<file path="src/sv/biu_pkg.sv">
// ----------------------------------------------------------------------------
// biu_pkg: shared definitions for the bilinear image upscaler
// Widths, register indexes, the beat types passed between the front and the
// back, and the reciprocal tables used for division by the scale.
// ----------------------------------------------------------------------------
`default_nettype none

package biu_pkg;

  // Image store geometry
  localparam int MAX_SRC_DIM = 256;
  localparam int MAX_SCALE   = 16;
  localparam int DIM_W       = $clog2(MAX_SRC_DIM);
  localparam int ADDR_W      = 2 * DIM_W;
  localparam int MEM_DEPTH   = MAX_SRC_DIM * MAX_SRC_DIM;

  // Field widths
  localparam int COORD_W    = 12;
  localparam int PIX_W      = 8;
  localparam int VAL_W      = 16;
  localparam int SCALE_W    = 5;
  localparam int SIZE_W     = 9;
  localparam int CFG_IDX_W  = 2;
  localparam int CFG_DATA_W = 9;

  // Coordinate division: fraction, weights and reciprocal
  localparam int FRAC_W    = $clog2(MAX_SCALE);
  localparam int WGT_W     = SCALE_W;
  localparam int WPROD_W   = 2 * FRAC_W + 1;
  localparam int REM_W     = SCALE_W + 1;
  localparam int RCP_SHIFT = COORD_W;
  localparam int RCP_W     = COORD_W + 1;

  // Final normalisation by scale squared
  localparam int SUM_W      = 16;
  localparam int X_W        = SUM_W + 8;
  localparam int DEN_W      = WPROD_W;
  localparam int RCP2_SHIFT = X_W;
  localparam int RCP2_W     = X_W + 1;
  localparam int RCP2_LO_W  = 13;
  localparam int RCP2_HI_W  = RCP2_W - RCP2_LO_W;
  localparam int REM2_W     = DEN_W + 1;

  // Queue and result buffer
  localparam int QDEPTH = 8;
  localparam int QPTR_W = $clog2(QDEPTH);
  localparam int QCNT_W = QPTR_W + 1;

  // Register indexes
  localparam logic [CFG_IDX_W-1:0] CFG_SCALE = 2'd0;
  localparam logic [CFG_IDX_W-1:0] CFG_ROWS  = 2'd1;
  localparam logic [CFG_IDX_W-1:0] CFG_COLS  = 2'd2;

  // Item modes
  localparam logic MODE_WRITE = 1'b0;
  localparam logic MODE_READ  = 1'b1;

  // Effective configuration after clamping
  typedef struct packed {
    logic [SCALE_W-1:0] scale;
    logic [SIZE_W-1:0]  rows;
    logic [SIZE_W-1:0]  cols;
  } cfg_t;

  // Flags that travel with every item
  typedef struct packed {
    logic is_wr;
    logic err;
  } flg_t;

  // Classified item handed from the front to the back
  typedef struct packed {
    flg_t                flg;
    logic [DIM_W-1:0]    r0;
    logic [DIM_W-1:0]    c0;
    logic [DIM_W-1:0]    r1;
    logic [DIM_W-1:0]    c1;
    logic [WPROD_W-1:0]  w00;
    logic [WPROD_W-1:0]  w10;
    logic [WPROD_W-1:0]  w01;
    logic [WPROD_W-1:0]  w11;
    logic [PIX_W-1:0]    pixel;
    logic [DEN_W-1:0]    den;
    logic [RCP2_W-1:0]   rcp2;
  } item_t;

  // Result beat
  typedef struct packed {
    logic [VAL_W-1:0] value;
    logic             range_error;
  } result_t;

  // floor(4096 / s) for the scale range
  function automatic logic [RCP_W-1:0] rcp_coord(input logic [SCALE_W-1:0] s);
    logic [RCP_W-1:0] r;
    case (s)
      5'd2:    r = 13'd2048;
      5'd3:    r = 13'd1365;
      5'd4:    r = 13'd1024;
      5'd5:    r = 13'd819;
      5'd6:    r = 13'd682;
      5'd7:    r = 13'd585;
      5'd8:    r = 13'd512;
      5'd9:    r = 13'd455;
      5'd10:   r = 13'd409;
      5'd11:   r = 13'd372;
      5'd12:   r = 13'd341;
      5'd13:   r = 13'd315;
      5'd14:   r = 13'd292;
      5'd15:   r = 13'd273;
      5'd16:   r = 13'd256;
      default: r = 13'd4096;
    endcase
    return r;
  endfunction

  // floor(2^24 / s^2) for the scale range
  function automatic logic [RCP2_W-1:0] rcp_den(input logic [SCALE_W-1:0] s);
    logic [RCP2_W-1:0] r;
    case (s)
      5'd2:    r = 25'd4194304;
      5'd3:    r = 25'd1864135;
      5'd4:    r = 25'd1048576;
      5'd5:    r = 25'd671088;
      5'd6:    r = 25'd466033;
      5'd7:    r = 25'd342392;
      5'd8:    r = 25'd262144;
      5'd9:    r = 25'd207126;
      5'd10:   r = 25'd167772;
      5'd11:   r = 25'd138654;
      5'd12:   r = 25'd116508;
      5'd13:   r = 25'd99273;
      5'd14:   r = 25'd85598;
      5'd15:   r = 25'd74565;
      5'd16:   r = 25'd65536;
      default: r = 25'd16777216;
    endcase
    return r;
  endfunction

endpackage

`default_nettype wire

</file>
<file path="src/sv/biu_queue.sv">
// ----------------------------------------------------------------------------
// biu_queue: item queue between front and back
// Short first-in first-out buffer of classified items.
// ----------------------------------------------------------------------------
`default_nettype none

module biu_queue (
  input  logic                        clk,
  input  logic                        rst_n,
  input  logic                        push,
  input  biu_pkg::item_t              push_item,
  input  logic                        pop,
  output biu_pkg::item_t              head,
  output logic [biu_pkg::QCNT_W-1:0]  count
);

  biu_pkg::item_t               slot_r [biu_pkg::QDEPTH];
  logic [biu_pkg::QPTR_W-1:0]   wptr_r, wptr_nxt;
  logic [biu_pkg::QPTR_W-1:0]   rptr_r, rptr_nxt;
  logic [biu_pkg::QCNT_W-1:0]   cnt_r, cnt_nxt;

  // Pointer and fill bookkeeping
  always_comb begin
    wptr_nxt = push ? wptr_r + 1'b1 : wptr_r;
    rptr_nxt = pop ? rptr_r + 1'b1 : rptr_r;
    cnt_nxt  = cnt_r + biu_pkg::QCNT_W'(push) - biu_pkg::QCNT_W'(pop);
  end

  always_ff @(posedge clk) begin
    if (!rst_n) begin
      wptr_r <= '0;
      rptr_r <= '0;
      cnt_r  <= '0;
    end else begin
      wptr_r <= wptr_nxt;
      rptr_r <= rptr_nxt;
      cnt_r  <= cnt_nxt;
    end
  end

  // Storage
  always_ff @(posedge clk) begin
    if (push) begin
      slot_r[wptr_r] <= push_item;
    end
  end

  assign head  = slot_r[rptr_r];
  assign count = cnt_r;

endmodule

`default_nettype wire

</file>
<file path="config.mk">
export PLATFORM = sky130hd
export DESIGN_NAME = biu_queue
export DESIGN_NICKNAME = d
export VERILOG_FILES = /design/src/sv/biu_pkg.sv /design/src/sv/biu_queue.sv
export SDC_FILE = /design/constraint.sdc
export NUM_CORES = 1
export LEC_CHECK = 0
export CORE_MARGIN = 1.5
export CORE_UTILIZATION = 55
export CTS_BUF_LIST = sky130_fd_sc_hd__clkbuf_8
export CTS_CLUSTER_DIAMETER = 30
export DETAILED_ROUTE_END_ITERATION = 12
export DONT_BUFFER_PORTS = 1
export PLACE_DENSITY = 0.7
export REMOVE_ABC_BUFFERS = 1
export SETUP_SLACK_MARGIN = 0.15
export SLEW_MARGIN = 10
export SYNTH_ARGS = -nofsm -noshare
export SYNTH_HDL_FRONTEND = slang
export SYNTH_SLANG_ARGS = --single-unit
</file>
<file path="constraint.sdc">
create_clock -name clk -period 23.6 [get_ports clk]
set_input_delay 4.72 -clock clk [delete_from_list [all_inputs] [get_ports clk]]
set_output_delay 4.72 -clock clk [all_outputs]
set_load 0.1 [all_outputs]
</file>
==> flow_summary.json, run 1 <==
{
  "timing.max_slew.rel_slack": 0.275,
  "fmaxAchievable_mhz": 110,
  "regToRegEndpoint": "slot_r[3][110]",
  "fin_worst_skew_ns": 0.0530,
  "slowest_cell_on_crit_path": "sky130_fd_sc_hd__dfxtp_4",
  "grt_pass1_wl_microns": 95000,
  "rsz0062_at_grt": "false",
  "postRouteWirelength_microns": 63900,
  "startpoint_type": "flip-flop",
  "power.leakage_uw": 0.0122,
  "drtAntennaViolNets": 0,
  "root_buffer": "sky130_fd_sc_hd__clkbuf_8",
  "final_min_period_over_clock_period": 0.386,
  "hold-worst-slack_ns": 0.531,
  "pins_over_their_slew_limit": 0,
  "grt.total_usage": 0.206,
  "synthFlopType": "sky130_fd_sc_hd__edfxtp_1",
  "cts_tree": "done",
  "avgViaCountPerCell": 5.77,
  "hold_violations": 0,
  "clockBufferDepth": 3,
  "post_cts.repair.setup_buffers": 0,
  "post_synth_edffs": 896,
  "post_synth_main_area_contributors": "sky130_fd_sc_hd__edfxtp_1 78%, sky130_fd_sc_hd__mux4_2 15%, sky130_fd_sc_hd__mux2_4 2.3%",
  "worst_ir_drop_vdd_mv": 0.106,
  "slowest_stage_delay_cp_ns": 0.89,
  "antenna_found_initial": 0,
  "critical_path_required_ns": 18.88,
  "gpl_wtd_cong": 0.701,
  "synth_cell_types": 26,
  "clock-sinks": 909,
  "yosys.cell_count.top_type": "sky130_fd_sc_hd__edfxtp_1",
  "first_iter_violations": 897,
  "critical_path.endpoint_type": "output port",
  "clkTransAtPathRegs_ns": 0.05,
  "clock_tree.htree_level_count": 4,
  "first_global_vias": 15593,
  "gr-total-overflow": 0,
  "timing.final.ws_setup_ns": 14.48,
  "synth_area_per_inst_sq_um": 25.4,
  "path_delay_family": "buffers and inverters",
  "buffer_ports.inserted": 0,
  "outcome": "complete, no violations",
  "die_width_microns": 253,
  "ys_warn_count": 0,
  "share_of_flip_flops_with_an_asynchronous_set_or_reset": 0,
  "drt_first_pass_iters": 5,
  "number_of_cells_on_the_worst_reg_to_reg_path": 3,
  "place_worst_setup_slack_ns": 15.13,
  "pwr_density_cell_nw_per_um2": 97.4,
  "routed-via-count": 14165,
  "fin_setup_tns_ns": 0,
  "top_level_ports": 232,
  "yosys_register_bits": 909,
  "worst_hold_path_type": "reg -> reg",
  "max_slew.worst_pin.slew_ns": 1.09,
  "detailed_place_hpwl_microns": 32600,
  "crit_chain": "buf_12 > buf_4 > mux4_2 > mux2_2",
  "dpl-instance-area_sq_um": 35300,
  "design.die.area_sq_um": 64200,
  "final_layout_size_suffix_gt1_frac": 0.371,
  "timing.rr.start": "wptr_r[0]",
  "hold_depth": 2,
  "critPathMaxFanout": 89,
  "critical_path_buf_inv_count": 2,
  "setup_violations": 0,
  "clk_latency_ns": 0.79,
  "post_synth_instance_area_sq_um": 34500,
  "min-delay-start": "rptr_r[1]",
  "initial_utilization": 0.557,
  "fraction_of_the_yosys_area_taken_by_sequential_cells": 0.788,
  "post_route_minimum_period_ns": 9.12,
  "synthTopCellsByCount": "896 x sky130_fd_sc_hd__edfxtp_1, 224 x sky130_fd_sc_hd__mux4_2, 60 x sky130_fd_sc_hd__mux2_2, 52 x sky130_fd_sc_hd__mux2_4, 23 x sky130_fd_sc_hd__buf_2",
  "synth_top_area_cell": "sky130_fd_sc_hd__edfxtp_1",
  "critical_path_class": "reg -> out",
  "final_area_sq_um": 38700,
  "post_synth_inst_count": 1359,
  "fp.coreArea_sq_um": 61800,
  "antenna_cells_inserted": 0,
  "holdBufCountCts": 0,
  "total_clock_buffers_created_by_cts": 162,
  "max-cap-violations": 0,
  "placement_rows": 91,
  "synthDominantCellAreaShare": 0.781,
  "route.detailed.drc": 0,
  "grt_max_degree": 90,
  "detail_route.wl_per_cell_microns": 26.0,
  "die_h_microns": 253,
  "post_cts_resized": 0,
  "worst_ep_arrival_time_ns": 4.40,
  "setup.reg_to_reg.worst_slack_ns": 20.84,
  "layout_stage_area_growth_over_the_synthesis_result_pct": 12.2,
  "final_net_count": 1611
}
-- stage by stage --
step	instances	utilization	power (uW)
after floorplan	1297	-	2320
after global placement	2161	0.571	2340
after detailed placement	2161	0.571	2340
after CTS	2455	0.625	3810
after global routing	2455	0.625	3890
final	2455	0.625	3760
-- state kept, by name, summed over array words and instances (netlist names), named ones only --
| name | flops |
|---|---|
| slot_r | 896 |
| rptr_r | 3 |
| wptr_r | 3 |
| count | 4 |
-- where the power goes --
group / total [uW] / internal [uW] / switching (uW)
sequential: 1860 / 1820 / 34.7
combinational: 446 / 111 / 335
clock: 1460 / 833 / 629
total: 3760 / 2760 / 999
-- layer usage --
layer | GRT usage | wire [microns] | part of all wire | vias to the layer above
li1 | - | - | - | 6124
met1 | 0.253 | 25300 | 0.40 | 7577
met2 | 0.338 | 32600 | 0.51 | 368
met3 | 0.0784 | 4860 | 0.076 | 96
met4 | 0.0660 | 1130 | 0.018 | 0
met5 | 0 | 0 | 0 | -
-- worst register-to-register path, cell delays in order (launching register included) --
cell and delay, ns:
sky130_fd_sc_hd__dfxtp_1 0.49, sky130_fd_sc_hd__nand2_1 0.21, sky130_fd_sc_hd__nor2_4 0.84, sky130_fd_sc_hd__buf_4 0.80
-- placed cells by master (no fill, tap or decap) --
cell and instances:
sky130_fd_sc_hd__edfxtp_1 896, sky130_fd_sc_hd__mux4_2 224, sky130_fd_sc_hd__clkbuf_8 167, sky130_fd_sc_hd__mux2_2 60
sky130_fd_sc_hd__mux2_4 52, sky130_fd_sc_hd__inv_1 44, sky130_fd_sc_hd__clkinv_1 30, sky130_fd_sc_hd__buf_4 26
sky130_fd_sc_hd__clkinv_2 23, sky130_fd_sc_hd__bufinv_16 15, sky130_fd_sc_hd__dfxtp_1 10, sky130_fd_sc_hd__nor2_1 9
sky130_fd_sc_hd__nor2_4 6, sky130_fd_sc_hd__ha_1 6, sky130_fd_sc_hd__clkinvlp_4 6, sky130_fd_sc_hd__inv_6 5
sky130_fd_sc_hd__clkinv_4 5, sky130_fd_sc_hd__nand2_1 4, sky130_fd_sc_hd__xor2_1 4, sky130_fd_sc_hd__nand2b_1 3
sky130_fd_sc_hd__dfxtp_4 3, sky130_fd_sc_hd__inv_8 3, sky130_fd_sc_hd__nor3_2 2, sky130_fd_sc_hd__mux2i_1 2
sky130_fd_sc_hd__xnor2_1 2, sky130_fd_sc_hd__nand3_1 2, sky130_fd_sc_hd__a21oi_1 2, sky130_fd_sc_hd__inv_12 2
sky130_fd_sc_hd__and2_1 1, sky130_fd_sc_hd__nor3b_1 1, sky130_fd_sc_hd__fa_1 1, sky130_fd_sc_hd__clkinv_8 1
sky130_fd_sc_hd__buf_12 1
-- cell families (layout without fill, tap and decap cells) --
| family | Yosys count | in the layout | share of synthesized area |
|---|---|---|---|
| AO/OA/AOI/OAI | 2 | 2 | 0.000290 |
| XOR/XNOR | 6 | 6 | 0.00152 |
| adder cells (fa/ha/maj) | 7 | 7 | 0.00276 |
| buffers and inverters | 69 | 328 | 0.0143 |
| flip-flops | 909 | 909 | 0.788 |
| multiplexers | 338 | 338 | 0.189 |
| AND/OR/NAND/NOR | 28 | 28 | 0.00359 |
-- layout make-up --
cell class                      instances  area [sq um]
Sequential cell                       909         27200
Multi-Input combinational cell        381          6860
Timing Repair Buffer                   27           215
Inverter                                7          26.3
Clock inverter                        127          1030
Clock buffer                          167          2300
Tap cell                              837          1050
Fill cell                            4085         23200
-- how the worst max path moves through the flow --
stage                   start   endpoint  slack (ns)  depth (start not counted)
global placement    flip-flop   head[77]       15.15                          4
floorplan           flip-flop  head[100]        8.47                          2
detailed placement  flip-flop   head[77]       15.13                          4
global route        flip-flop  head[109]       14.04                          4
CTS                 flip-flop   head[77]       14.24                          4
finish              flip-flop  head[105]       14.48                          4
No activity file was read; power rests on OpenSTA's default activity.
==> run 2, diff against run 1 <==
ABC_AREA = 1   (was default)
clock period = 9 ns   (was 23.6 ns; I/O delays follow)
==> run 2 against run 1 <==
- utilization decreased by 1.4 points
- synthesized cell count grew to 2.9 times the previous value
- sequential cell count is the same
- count of clock-buffer cells in the layout grew 9
- highest routed layer unchanged
- largest cell class unchanged
- first-iteration DRC count up 96%
- design area grew 13%
- register-to-register slack got worse by 15 ns
- sequential share of layout area down 8.1 points
- final cell count rose by 110%
==> flow_summary.json, run 2 <==
{
  "pwr_density_cell_nw_per_um2": 237,
  "worst_ep_arrival_time_ns": 4.53,
  "synth_compound_area_frac": 0.00139,
  "final_net_count": 4097,
  "startpoint_type": "flip-flop",
  "outcome": "complete, no violations",
  "yosys.area_share.xor_xnor": 0.000221,
  "yosys_register_bits": 909,
  "critPathMaxFanout": 212,
  "layout_commonest_cell": "sky130_fd_sc_hd__nand2_1",
  "hold-worst-slack_ns": 0.498,
  "synth_mux_area_frac": 0,
  "total_clock_buffers_created_by_cts": 168,
  "synth_top_family_by_area": "simple AND/OR/NAND/NOR gates",
  "routed-via-count": 24902,
  "antenna_found_initial": 1,
  "root_buffer": "sky130_fd_sc_hd__clkbuf_8",
  "crit_chain": "buf_12 > buf_4 > nand2_1 > nand3_1 > nand2_1 > nand2_1 > nand2_1",
  "grt_pass1_wl_microns": 133000,
  "hold_violations": 0,
  "final_layout_size_suffix_gt1_frac": 0.0686,
  "slowest_stage_delay_cp_ns": 0.97,
  "holdBufCountCts": 0,
  "fin_worst_skew_ns": 0.0504,
  "route.detailed.drc": 0,
  "first_iter_violations": 1754,
  "layout_stage_area_growth_over_the_synthesis_result_pct": 10.1,
  "worst_ir_drop_vdd_mv": 0.210,
  "synth_area_per_inst_sq_um": 10.0,
  "initial_utilization": 0.555,
  "synth_top_area_cell": "sky130_fd_sc_hd__edfxtp_1",
  "setup_violations": 0,
  "rsz0062_at_grt": "false",
  "drtAntennaViolNets": 0,
  "post_synth_main_area_contributors": "sky130_fd_sc_hd__edfxtp_1 68%, sky130_fd_sc_hd__nand2_1 14%, sky130_fd_sc_hd__inv_1 8.6%",
  "yosys.cell_count.top_type": "sky130_fd_sc_hd__nand2_1",
  "detailed_place_hpwl_microns": 40900,
  "fmaxAchievable_mhz": 158,
  "max_slew.worst_pin.slew_ns": 1.17,
  "post_synth_inst_count": 3951,
  "flip_flop_count_of_the_largest_register_all_copies_and_words_added": 896,
  "timing.final.ws_setup_ns": 2.67,
  "critical_path_required_ns": 7.20,
  "pins_over_their_slew_limit": 0,
  "first_global_vias": 24348,
  "clockBufferDepth": 3,
  "ys_warn_count": 0,
  "gpl_wtd_cong": 0.745,
  "critical_path_class": "reg -> out",
  "post_cts.repair.setup_buffers": 0,
  "share_of_flip_flops_with_an_asynchronous_set_or_reset": 0,
  "detail_route.wl_per_cell_microns": 16.9,
  "final_min_period_over_clock_period": 0.703,
  "timing.max_slew.rel_slack": 0.223,
  "dpl-instance-area_sq_um": 40100,
  "critical_path.endpoint_type": "output port",
  "fraction_of_the_yosys_area_taken_by_sequential_cells": 0.685,
  "path_delay_family": "buffers and inverters",
  "max-cap-violations": 0,
  "fp.coreArea_sq_um": 71500,
  "layout.filler_cells": 5717,
  "post_cts_resized": 0,
  "numPlacedInstances": 4754,
  "gr-total-overflow": 0,
  "final_area_sq_um": 43700,
  "design.die.area_sq_um": 73800,
  "top_level_ports": 232,
  "final_cell_mix": "1471 x sky130_fd_sc_hd__nand2_1, 946 x sky130_fd_sc_hd__inv_1, 896 x sky130_fd_sc_hd__edfxtp_1",
  "die_h_microns": 272,
  "slowest_cell_on_crit_path": "sky130_fd_sc_hd__dfxtp_4",
  "placement_rows": 98,
  "synthTopCellsByCount": "1471 x sky130_fd_sc_hd__nand2_1, 911 x sky130_fd_sc_hd__inv_1, 896 x sky130_fd_sc_hd__edfxtp_1, 450 x sky130_fd_sc_hd__nand3_1, 97 x sky130_fd_sc_hd__buf_2",
  "synthFlopType": "sky130_fd_sc_hd__edfxtp_1",
  "cts_tree": "done",
  "grt.total_usage": 0.235,
  "synth_cell_types": 19,
  "clock_tree.htree_level_count": 4,
  "postRouteWirelength_microns": 85600,
  "worst_hold_path_type": "reg -> reg",
  "avgViaCountPerCell": 4.92,
  "critPathMostFrequentCell": "sky130_fd_sc_hd__nand2_1",
  "buffer_ports.inserted": 0,
  "max_flop_register": "slot_r",
  "die_width_microns": 272,
  "clock-sinks": 909,
  "finish.cell_count_without_fillers": 5061,
  "clkTransAtPathRegs_ns": 0.06,
  "synthDominantCellAreaShare": 0.678,
  "power.leakage_uw": 0.0200,
  "grt_max_degree": 255,
  "place_worst_setup_slack_ns": 3.36,
  "synthAdderAreaFrac": 0.00240,
  "post_route_minimum_period_ns": 6.33,
  "clk_latency_ns": 0.81,
  "post_synth_edffs": 896,
  "post_synth_instance_area_sq_um": 39700,
  "synthSimpleGateAreaFrac": 0.198,
  "critical_path_buf_inv_count": 2,
  "drt_first_pass_iters": 7
}
run 2: changes by cell type in the layout (fill, tap and decap cells not counted), sizes merged, moves of 3 or more:
cell,previous run,this run
a21oi,2,7
bufinv,15,19
mux2,112,0
xor2,4,0
clkinvlp,6,9
mux4,224,0
inv,54,958
nand2b,3,0
o21ai,0,4
nand3,2,450
nand2,4,1471
clkbuf,167,176
run 2: metrics by stage:
step                total power, uW  TNS (ns)   util
floorplan                      6220   -916.45      -
global placement               6340         0  0.562
detailed placement             6360         0  0.562
CTS                           10400         0  0.611
global route                  10700         0  0.611
finish                        10400         0  0.611
run 2: layout make-up:
cell class	instances	area, sq um	area share
Sequential cell	909	27200	0.622
Multi-Input combinational cell	1956	8060	0.184
Inverter	913	3460	0.0791
Clock buffer	176	2420	0.0554
Tap cell	950	1190	0.0272
Clock inverter	130	1120	0.0257
Timing Repair Buffer	26	270	0.00618
Antenna cell	1	2.50	0.0000573
run 2: worst paths after layout:
path             start       endpoint  slack [ns]  cells after the start
max          flip-flop       head[65]        2.67                      7
min          wptr_r[0]      wptr_r[0]        0.50                      2
max reg2reg  wptr_r[0]  slot_r[5][12]        6.21                      3
min reg2reg  wptr_r[0]      wptr_r[0]        0.50                      2
run 2: power breakdown:
group          switching [uW]  internal (uW)
clock                    1710           2380
combinational            1210            206
sequential               85.1           4760
run 2: kinds of logic after synthesis:
family | after synthesis
AO/OA/AOI/OAI | 11
XOR/XNOR | 1
adder cells (fa/ha/maj) | 7
buffers and inverters | 1086
flip-flops | 909
AND/OR/NAND/NOR | 1937
run 2: metal layers:
metal / up-vias / global-route usage / wire length (microns)
met5: - / 0 / 0
met4: 0 / 0.0905 / 2140
met3: 160 / 0.0655 / 6460
met2: 729 / 0.394 / 42100
met1: 11683 / 0.289 / 34900
li1: 12330 / - / -
run 2: worst min-delay path, cell delays in order (launching register included):
cell	delay (ns)
sky130_fd_sc_hd__dfxtp_1	0.33
sky130_fd_sc_hd__nand2_1	0.07
sky130_fd_sc_hd__a21oi_1	0.05
==> run 3, diff against run 2 <==
ABC_AREA = 0   (was 1)
PLACE_DENSITY = 0.73   (was 0.7)
clock period = 5.7 ns   (was 9 ns; I/O delays follow)
==> run 3 against run 2 <==
- clock skew decreased by 0.017 ns
- global-route usage decreased by 3.0 points
- final cell count is 52% lower
- die area decreased by 13%
- total power is 50% higher
- critical path type unchanged
- largest power group unchanged
==> flow_summary.json, run 3 (synthesized netlist as in run 1, its figures left out) <==
{
  "outcome": "complete, no violations",
  "numPlacedInstances": 2164,
  "fmaxAchievable_mhz": 225,
  "critical_path.endpoint_type": "output port",
  "worst_hold_path_type": "in -> reg",
  "design.die.area_sq_um": 64200,
  "max_slew.worst_pin.slew_ns": 1.10,
  "critical_path_required_ns": 4.56,
  "critical_path_buf_inv_count": 1,
  "routed-via-count": 14292,
  "gr-total-overflow": 0,
  "post_cts_resized": 0,
  "timing.max_slew.rel_slack": 0.267,
  "use_met2": 0.328,
  "critical_path_class": "reg -> out",
  "clock_tree.htree_level_count": 4,
  "use_met1": 0.259,
  "root_buffer": "sky130_fd_sc_hd__clkbuf_8",
  "fin_worst_skew_ns": 0.0336,
  "multi_input_area_sq_um": 6860,
  "max-cap-violations": 0,
  "die_h_microns": 253,
  "hold_violations": 0,
  "critPathMaxFanout": 36,
  "antenna_cells_inserted": 0,
  "route.detailed.drc": 0,
  "die_width_microns": 253,
  "worst_ep_arrival_time_ns": 3.30,
  "layout.area.seq_sq_um": 27200,
  "placement_rows": 91,
  "clock-sinks": 909,
  "cts_tree": "done",
  "path_delay_family": "multiplexers",
  "dpl-instance-area_sq_um": 35500,
  "max_flop_register": "slot_r",
  "power.leakage_uw": 0.0121,
  "final_layout_size_suffix_gt1_frac": 0.375,
  "first_iter_violations": 939,
  "grt_pass1_wl_microns": 94700,
  "grt_max_degree": 113,
  "clockBufferDepth": 3,
  "postRouteWirelength_microns": 64100,
  "fp.coreArea_sq_um": 61800,
  "gpl_wtd_cong": 0.697,
  "fin_setup_tns_ns": 0,
  "top_level_ports": 232,
  "pnr_total_power_uw": 15500,
  "crit_chain": "buf_4 > mux4_2 > mux2_2",
  "gr-max-usage-layer": "met2",
  "groute.layer.met3.usage": 0.0759,
  "layout_stage_area_growth_over_the_synthesis_result_pct": 12.5,
  "final_area_sq_um": 38800,
  "clkTransAtPathRegs_ns": 0.06,
  "hold-worst-slack_ns": 0.451,
  "post_cts.repair.setup_buffers": 0,
  "startpoint_type": "flip-flop",
  "detailed_place_hpwl_microns": 32800,
  "pwr_density_cell_nw_per_um2": 401,
  "setup_violations": 0,
  "detail_route.wl_per_cell_microns": 26.1,
  "avgViaCountPerCell": 5.83,
  "rsz0062_at_grt": "false",
  "initial_utilization": 0.557,
  "pins_over_their_slew_limit": 0,
  "worst_ir_drop_vdd_mv": 0.458,
  "slowest_stage_delay_cp_ns": 0.87,
  "clk_latency_ns": 0.78,
  "drt_first_pass_iters": 5,
  "drtAntennaViolNets": 0,
  "antenna_found_initial": 0,
  "layout_commonest_cell": "sky130_fd_sc_hd__edfxtp_1",
  "finish.cell_count_without_fillers": 2451,
  "flip_flop_count_of_the_largest_register_all_copies_and_words_added": 896,
  "buffer_ports.inserted": 0,
  "post_route_minimum_period_ns": 4.44,
  "total_clock_buffers_created_by_cts": 163,
  "final_net_count": 1615,
  "final_min_period_over_clock_period": 0.780,
  "first_global_vias": 15726,
  "slowest_cell_on_crit_path": "sky130_fd_sc_hd__dfxtp_4",
  "holdBufCountCts": 0,
  "layout.filler_cells": 4006,
  "final_cell_mix": "896 x sky130_fd_sc_hd__edfxtp_1, 224 x sky130_fd_sc_hd__mux4_2, 164 x sky130_fd_sc_hd__clkbuf_8",
  "grt.total_usage": 0.205
}
[run 3: cell types whose count changed in the layout (fill, tap and decap cells not counted), sizes merged, moves of 12 or more]
cell,before,now
nand3,450,2
nand2,1471,4
mux2,0,112
clkbuf,176,164
mux4,0,224
inv,958,42
[run 3: where the power goes]
| group | switching [uW] | total, uW | internal, uW | leakage (uW) |
|---|---|---|---|---|
| Sequential | 136 | 7680 | 7540 | 0.00825 |
| Clock | 2590 | 5990 | 3400 | 0.00175 |
| Combinational | 1400 | 1870 | 471 | 0.00212 |
| Total | 4120 | 15500 | 11400 | 0.0121 |
[run 3: final timing paths]
| path | start | endpoint | slack, ns | depth (start not counted) |
|---|---|---|---|---|
| max | flip-flop | head[69] | 1.26 | 3 |
| min | push_item[67] | slot_r[4][67] | 0.45 | 0 |
| max reg2reg | wptr_r[0] | slot_r[3][59] | 3.24 | 3 |
| min reg2reg | rptr_r[2] | rptr_r[2] | 0.55 | 2 |
[run 3: area by class of cell]
type	count	share of cell area
well taps	837	0.0270
multi-input cells	381	0.177
flip-flops and latches	909	0.701
clock buffers	164	0.0582
repair buffers	30	0.00968
clock inverters	123	0.0267
inverters	7	0.000678
[run 3: metal layers]
layer / up-vias / share of wire
li1: 6128 / -
met1: 7610 / 0.40
met2: 466 / 0.50
met3: 88 / 0.085
met4: 0 / 0.017
met5: - / 0
[run 3: stage by stage]
step	setup slack (ns)	utilization
detailed placement	1.96	0.574
finish	1.26	0.627
floorplan	-5.85	-
global placement	2.01	0.574
CTS	1.09	0.627
global route	1.00	0.627
[run 3: worst register-to-register path, cell delays in order (launching register included)]
cell and delay [ns]:
sky130_fd_sc_hd__dfxtp_1 0.48, sky130_fd_sc_hd__nand2_1 0.21, sky130_fd_sc_hd__nor2_4 0.68, sky130_fd_sc_hd__buf_4 0.68
